--- src/hw/rtl/bgpe_pkg.sv ---
// ----------------------------------------------------------------------------
// bgpe_pkg
// Types and fixed constants of the bitmap glyph pixel expander.
// ----------------------------------------------------------------------------
package bgpe_pkg;

	localparam int CFG_W       = 4;   // config register width
	localparam int CFG_IDX_W   = 1;   // config register index width
	localparam int ROW_ADDR_W  = 11;  // font row address field width
	localparam int ROW_W       = 8;   // font row pattern width
	localparam int SIDE_W      = 3;   // glyph row / column counter width
	localparam int RED_CNT_W   = 4;   // address reduction step counter width
	localparam int COORD_W     = 8;
	localparam int CODE_W      = 8;
	localparam int PIX_W       = 16;
	localparam int COLOR_W     = 16;

	localparam logic CMD_LOAD = 1'b0;
	localparam logic CMD_DRAW = 1'b1;

	localparam logic [CFG_IDX_W-1:0] REG_GLYPH_WIDTH  = 1'b0;
	localparam logic [CFG_IDX_W-1:0] REG_GLYPH_HEIGHT = 1'b1;

	localparam logic [CFG_W-1:0] CFG_SIDE_RESET = 4'd8;

	typedef struct packed {
		logic                  command;
		logic [ROW_ADDR_W-1:0] row_index;
		logic [ROW_W-1:0]      row_bits;
		logic [CODE_W-1:0]     char_code;
		logic [COORD_W-1:0]    pos_x;
		logic [COORD_W-1:0]    pos_y;
		logic [COLOR_W-1:0]    fg_color;
		logic [COLOR_W-1:0]    bg_color;
		logic                  opaque;
	} bgpe_req_t;

	typedef struct packed {
		logic [PIX_W-1:0]   pixel_index;
		logic [COLOR_W-1:0] pixel_color;
		logic               last;
	} bgpe_wr_t;

	// controller -> datapath
	typedef struct packed {
		logic load;       // write one font row
		logic start;      // latch a draw request
		logic red_step;   // one step of the row address reduction
		logic scan_step;  // evaluate one glyph pixel and advance
		logic flush;      // release the held-back pixel as the final one
	} bgpe_cmd_t;

	// datapath -> controller
	typedef struct packed {
		logic empty;      // a configured side is zero
		logic red_last;
		logic col_last;
		logic row_last;
		logic blocked;    // current pixel cannot move for lack of space
		logic pend_valid;
		logic out_free;
	} bgpe_status_t;

endpackage

--- src/hw/rtl/bgpe_ctrl.sv ---
// ----------------------------------------------------------------------------
// bgpe_ctrl
// Sequencer of the glyph expander: idle, address reduction, scan, flush.
// ----------------------------------------------------------------------------
module bgpe_ctrl import bgpe_pkg::*; (
	input  logic         clk,
	input  logic         arst_n,
	input  logic         req_valid,
	input  logic         req_command,
	output logic         req_ready,
	input  bgpe_status_t st,
	output bgpe_cmd_t    cmd
);

	localparam logic [1:0] ST_IDLE   = 2'd0;
	localparam logic [1:0] ST_REDUCE = 2'd1;
	localparam logic [1:0] ST_SCAN   = 2'd2;
	localparam logic [1:0] ST_FLUSH  = 2'd3;

	logic [1:0] state_q;
	logic [1:0] state_d;

	always_ff @(posedge clk or negedge arst_n) begin
		if (!arst_n) begin
			state_q <= ST_IDLE;
		end else begin
			state_q <= state_d;
		end
	end

	always_comb begin
		cmd     = '0;
		state_d = state_q;
		case (state_q)
			ST_IDLE: begin
				if (req_valid) begin
					if (req_command == CMD_LOAD) begin
						cmd.load = 1'b1;
					end else if (!st.empty) begin
						cmd.start = 1'b1;
						state_d   = ST_REDUCE;
					end
				end
			end
			ST_REDUCE: begin
				cmd.red_step = 1'b1;
				if (st.red_last) begin
					state_d = ST_SCAN;
				end
			end
			ST_SCAN: begin
				if (!st.blocked) begin
					cmd.scan_step = 1'b1;
					if (st.col_last && st.row_last) begin
						state_d = ST_FLUSH;
					end
				end
			end
			ST_FLUSH: begin
				if (!st.pend_valid) begin
					state_d = ST_IDLE;
				end else if (st.out_free) begin
					cmd.flush = 1'b1;
					state_d   = ST_IDLE;
				end
			end
			default: begin
				state_d = ST_IDLE;
			end
		endcase
	end

	assign req_ready = (state_q == ST_IDLE);

endmodule

--- config.mk ---
export PLATFORM = sky130hd
export DESIGN_NAME = bgpe_ctrl
export DESIGN_NICKNAME = d
export VERILOG_FILES = /design/src/hw/rtl/bgpe_pkg.sv /design/src/hw/rtl/bgpe_ctrl.sv
export SDC_FILE = /design/constraint.sdc
export NUM_CORES = 1
export LEC_CHECK = 0
export BUFFER_PORTS_ARGS = -buffer_cell sky130_fd_sc_hd__buf_2
export CAP_MARGIN = 20
export CORE_AREA = 2 2 39 41
export CTS_CLUSTER_DIAMETER = 50
export DETAILED_ROUTE_END_ITERATION = 16
export DIE_AREA = 0 0 41 43
export PLACE_DENSITY = 0.52
export SETUP_SLACK_MARGIN = 0.4
export SYNTH_ARGS = -nofsm -noshare
export SYNTH_HDL_FRONTEND = slang
export SYNTH_SLANG_ARGS = --single-unit
--- constraint.sdc ---
create_clock -name clk -period 3.74 [get_ports clk]
set_input_delay 1.122 -clock clk [delete_from_list [all_inputs] [get_ports clk]]
set_output_delay 1.122 -clock clk [all_outputs]
set_load 0.005 [all_outputs]
## Word level (Yosys, flattened, before mapping)

Cells that the tools add are included.

| word-level totals | value |
|---|---|
| register bits after elaboration | 2 |

| cells by class | value |
|---|---|
| eq/ne operators | 10 |
| muxes and demuxes | 20 |
| reductions and logical operators | 3 |

Operator list:

| operator | count |
|---|---|
| 2-bit 2-to-1 mux | 10 |
| 2-bit != test, second input constant | 6 |
| 1-bit 2-to-1 mux | 9 |
| 2-bit one-hot mux with 4 select lines | 1 |
| 7-bit AND reduction | 1 |
| 2-bit equality test, second input constant | 2 |
| 3-bit != test, second input constant | 1 |
| 2-bit by 1-bit equality test with 1-bit output, second input constant | 1 |
| 2-bit zero test | 1 |
| 1-bit logical AND | 1 |

## Logic depth before layout (Yosys ltp)

| logic depth | value |
|---|---|
| word-level depth | 4 |
| depth in mapped cells | 5 |
| gate-level depth less buffers | 5 |

## Least setup slack after synthesis

OpenSTA, ideal clock, no wires.

| timing path | value |
|---|---|
| path type | input -> output |
| from | input req_command |
| to | output cmd[3] in the netlist's numbering |
| arrival | 1.381 ns |
| data required time | 2.618 ns |
| path slack | 1.237 ns |
| stages | 2 |
| buffers on the path | 0 |
| cell sequence | nand2_1 -> nor3b_1 |

RTL lines:

| item | line | source |
|---|---|---|
| from (decl) | bgpe_ctrl.sv:9 | `input logic req_command,` |
| to (decl) | bgpe_ctrl.sv:12 | `output bgpe_cmd_t cmd` |

==> flow_metrics.tcl <==
set metrics [dict create \
    status "finished clean" \
    max_cap_viol_count 0 \
    setup_tns_ps 0 \
    largest_reg_flops 2 \
    leakagePower_nw 0.210 \
    r2r_slack_ps 2240 \
    hold_viol_final 0 \
    slew_headroom 0.859 \
    rows 14 \
    dr.pass1.iters 2 \
    h-tree-depth 1 \
    period_minus_slack_ps 2680 \
    synth.area.top_cells "ha_1 26%, dfrtp_1 21%, mux2_4 6.3%" \
    worstHoldPathCells 1 \
    cts_buffers 3 \
    wl_per_cell_microns 8.78 \
    ant_nets 0 \
    antenna_found_initial 0 \
    async_reset_ff_frac 1.00 \
    instances_no_fill 60 \
    hold_end "state_q[1]" \
    dp_cells 57 \
    grt_usage 0.0693 \
    cp_max_fo 2 \
    clock.fmax_mhz 373 \
    initial_utilization 0.172 \
    grt_first_pass_wirelength_microns 821 \
    clockBufferDepth 2 \
    max_stage_delay_ps 160 \
    vias_per_cell 3.88 \
    syn_area_sq_um 238 \
    reg_top3 "state_q x2" \
    grt-ovfl-total 0 \
    synth_edf_count 0 \
    yosysSeqAreaShare 0.211 \
    regMostFlops "state_q" \
    antenna_cells 0 \
    peakVddDrop_v 0.000230 \
    ctsResizeCount 0 \
    die_w_microns 41 \
    finalSetupViolCount 0 \
    cts_tree "yes" \
    rsz0062_at_grt "false" \
    finalNetCount 62 \
    cts.clk_slew.worst_paths_ps 30 \
    yosys.cell_types.count 15 \
    cellPowerDensity_mw_per_mm2 705 \
    seq_area_sq_um 50.0 \
    tightest_slew_ps 211 \
    numPortBuffers 16 \
    hpwl_microns 473 \
    core_area_sq_mm 0.00138 \
    crit_chain "buf_2 -> nand2_1 -> nor3b_1 -> buf_2" \
    hold_buffers 0 \
    ys_warn_count 0 \
    ios 17 \
    synth_common_cells "5 x ha_1, 4 x nand2_1, 3 x inv_1, 2 x dfrtp_1" \
    root_buffer "clkbuf_4" \
    synth_most_common_cell "ha_1" \
    place.gp.congestion 0.669 \
    multiInputGateArea_sq_um 176 \
    crit_slowest_cell "nor3b_1" \
    end_kind "primary output" \
    hold_class "flip-flop to flip-flop" \
    syn_inst 25 \
    hp-start "state_q[1]" \
    worstPathBufferInverterCount 2 \
    ys.flop_type "dfrtp_1" \
    drtIter0Drc 1 \
    r2r-end "state_q[1]" \
    clk-insertion-delay-late_ps 220 \
    arrival_ps 1560 \
    cts_setup_buffers 0 \
    synth_nets 41 \
    period_share 0.717 \
    critical_path_class "input port to primary output" \
    die_y_microns 43 \
    grt_max_degree 5 \
    slew_violations 0 \
    wirelength_microns 527 \
    syn_area_per_cell_sq_um 9.51 \
    vias 233 \
    synth_top_area_share 0.263 \
    drive_gt1_frac 0.523 \
    worstSetupStartpointType "input port" \
    crit_path_frequent_cell "buf_2" \
    r2r-start "state_q[0]" \
    grt_pass1_vias 239 \
    clock_sinks 2 \
    nFillCells 157 \
    ys_ff_latch 2 \
    drc 0 \
    synth_area_leader_cell "ha_1" \
    area_growth_pct 51.6 \
    r2r_cells 5 \
    skew_ps 2.05 \
    worstPathRequired_ps 2620 \
    die-area_sq_mm 0.00176 \
    crit_family "buffers and inverters" \
]
cell type report:
cell class / instances / area share
multi-input cells: 20 / 0.490
clock buffers: 3 / 0.0625
inverters: 3 / 0.0312
well taps: 16 / 0.0556
flip-flops and latches: 2 / 0.139
repair buffers: 16 / 0.222
how the worst max path moves through the flow:
stage	from	end	slack (ps)	cells after the start
after CTS	req_command	cmd[3]	1050	4
after detailed placement	req_command	cmd[3]	1050	4
final	req_command	cmd[3]	1060	4
after global placement	req_command	cmd[3]	1070	4
after global routing	req_valid	cmd[3]	1000	4
after floorplan	req_command	cmd[3]	1240	2
per-stage QoR:
stage               worst slack [ps]  area (sq um)  hold WS (ps)  utilization  total power [mW]
finish                          1060           360           571        0.260             0.254
global route                    1000           360           615        0.260             0.282
CTS                             1050           360           574        0.260             0.263
detailed placement              1050           338           569        0.244             0.214
global placement                1070           338           576        0.244             0.211
floorplan                       1240           238           534            -             0.167
routing by layer:
metal	vias to the layer above	GRT usage	routed length (microns)
met5	-	0	0
met4	0	0.0400	0
met1	100	0.0740	226
met3	0	0.0157	37
li1	125	-	-
met2	8	0.116	263
layout by cell type, fill, tap and decap left out, drive strengths merged:
cell      n
o2111ai   1
o211ai    1
mux2      1
dfrtp     2
and3b     1
and3      1
inv       3
nand2     4
buf      16
ha        5
a22oi     1
nor3b     1
or2       1
a2bb2oi   1
clkbuf    3
nor2b     1
o21ai     1
cells by family after synthesis:
group,Yosys count,synth area share
flip-flops,2,0.211
adder cells (fa/ha/maj),5,0.263
AO/OA/AOI/OAI,5,0.205
multiplexers,1,0.0631
buffers and inverters,3,0.0474
AND/OR/NAND/NOR,9,0.211
report_power, final:
part | switching [mW] | internal (mW) | total, mW
combinational | 0.0733 | 0.0901 | 0.163
sequential | 0.0108 | 0.0346 | 0.0454
clock | 0.0100 | 0.0352 | 0.0452
total | 0.0941 | 0.160 | 0.254
worst reg2reg max path, stage by stage (launching register included):
cell	delay, ps
dfrtp_1	360
inv_1	100
ha_1	250
a22oi_2	200
o2111ai_2	150
mux2_4	320
Power figures use the tool's default switching activity.
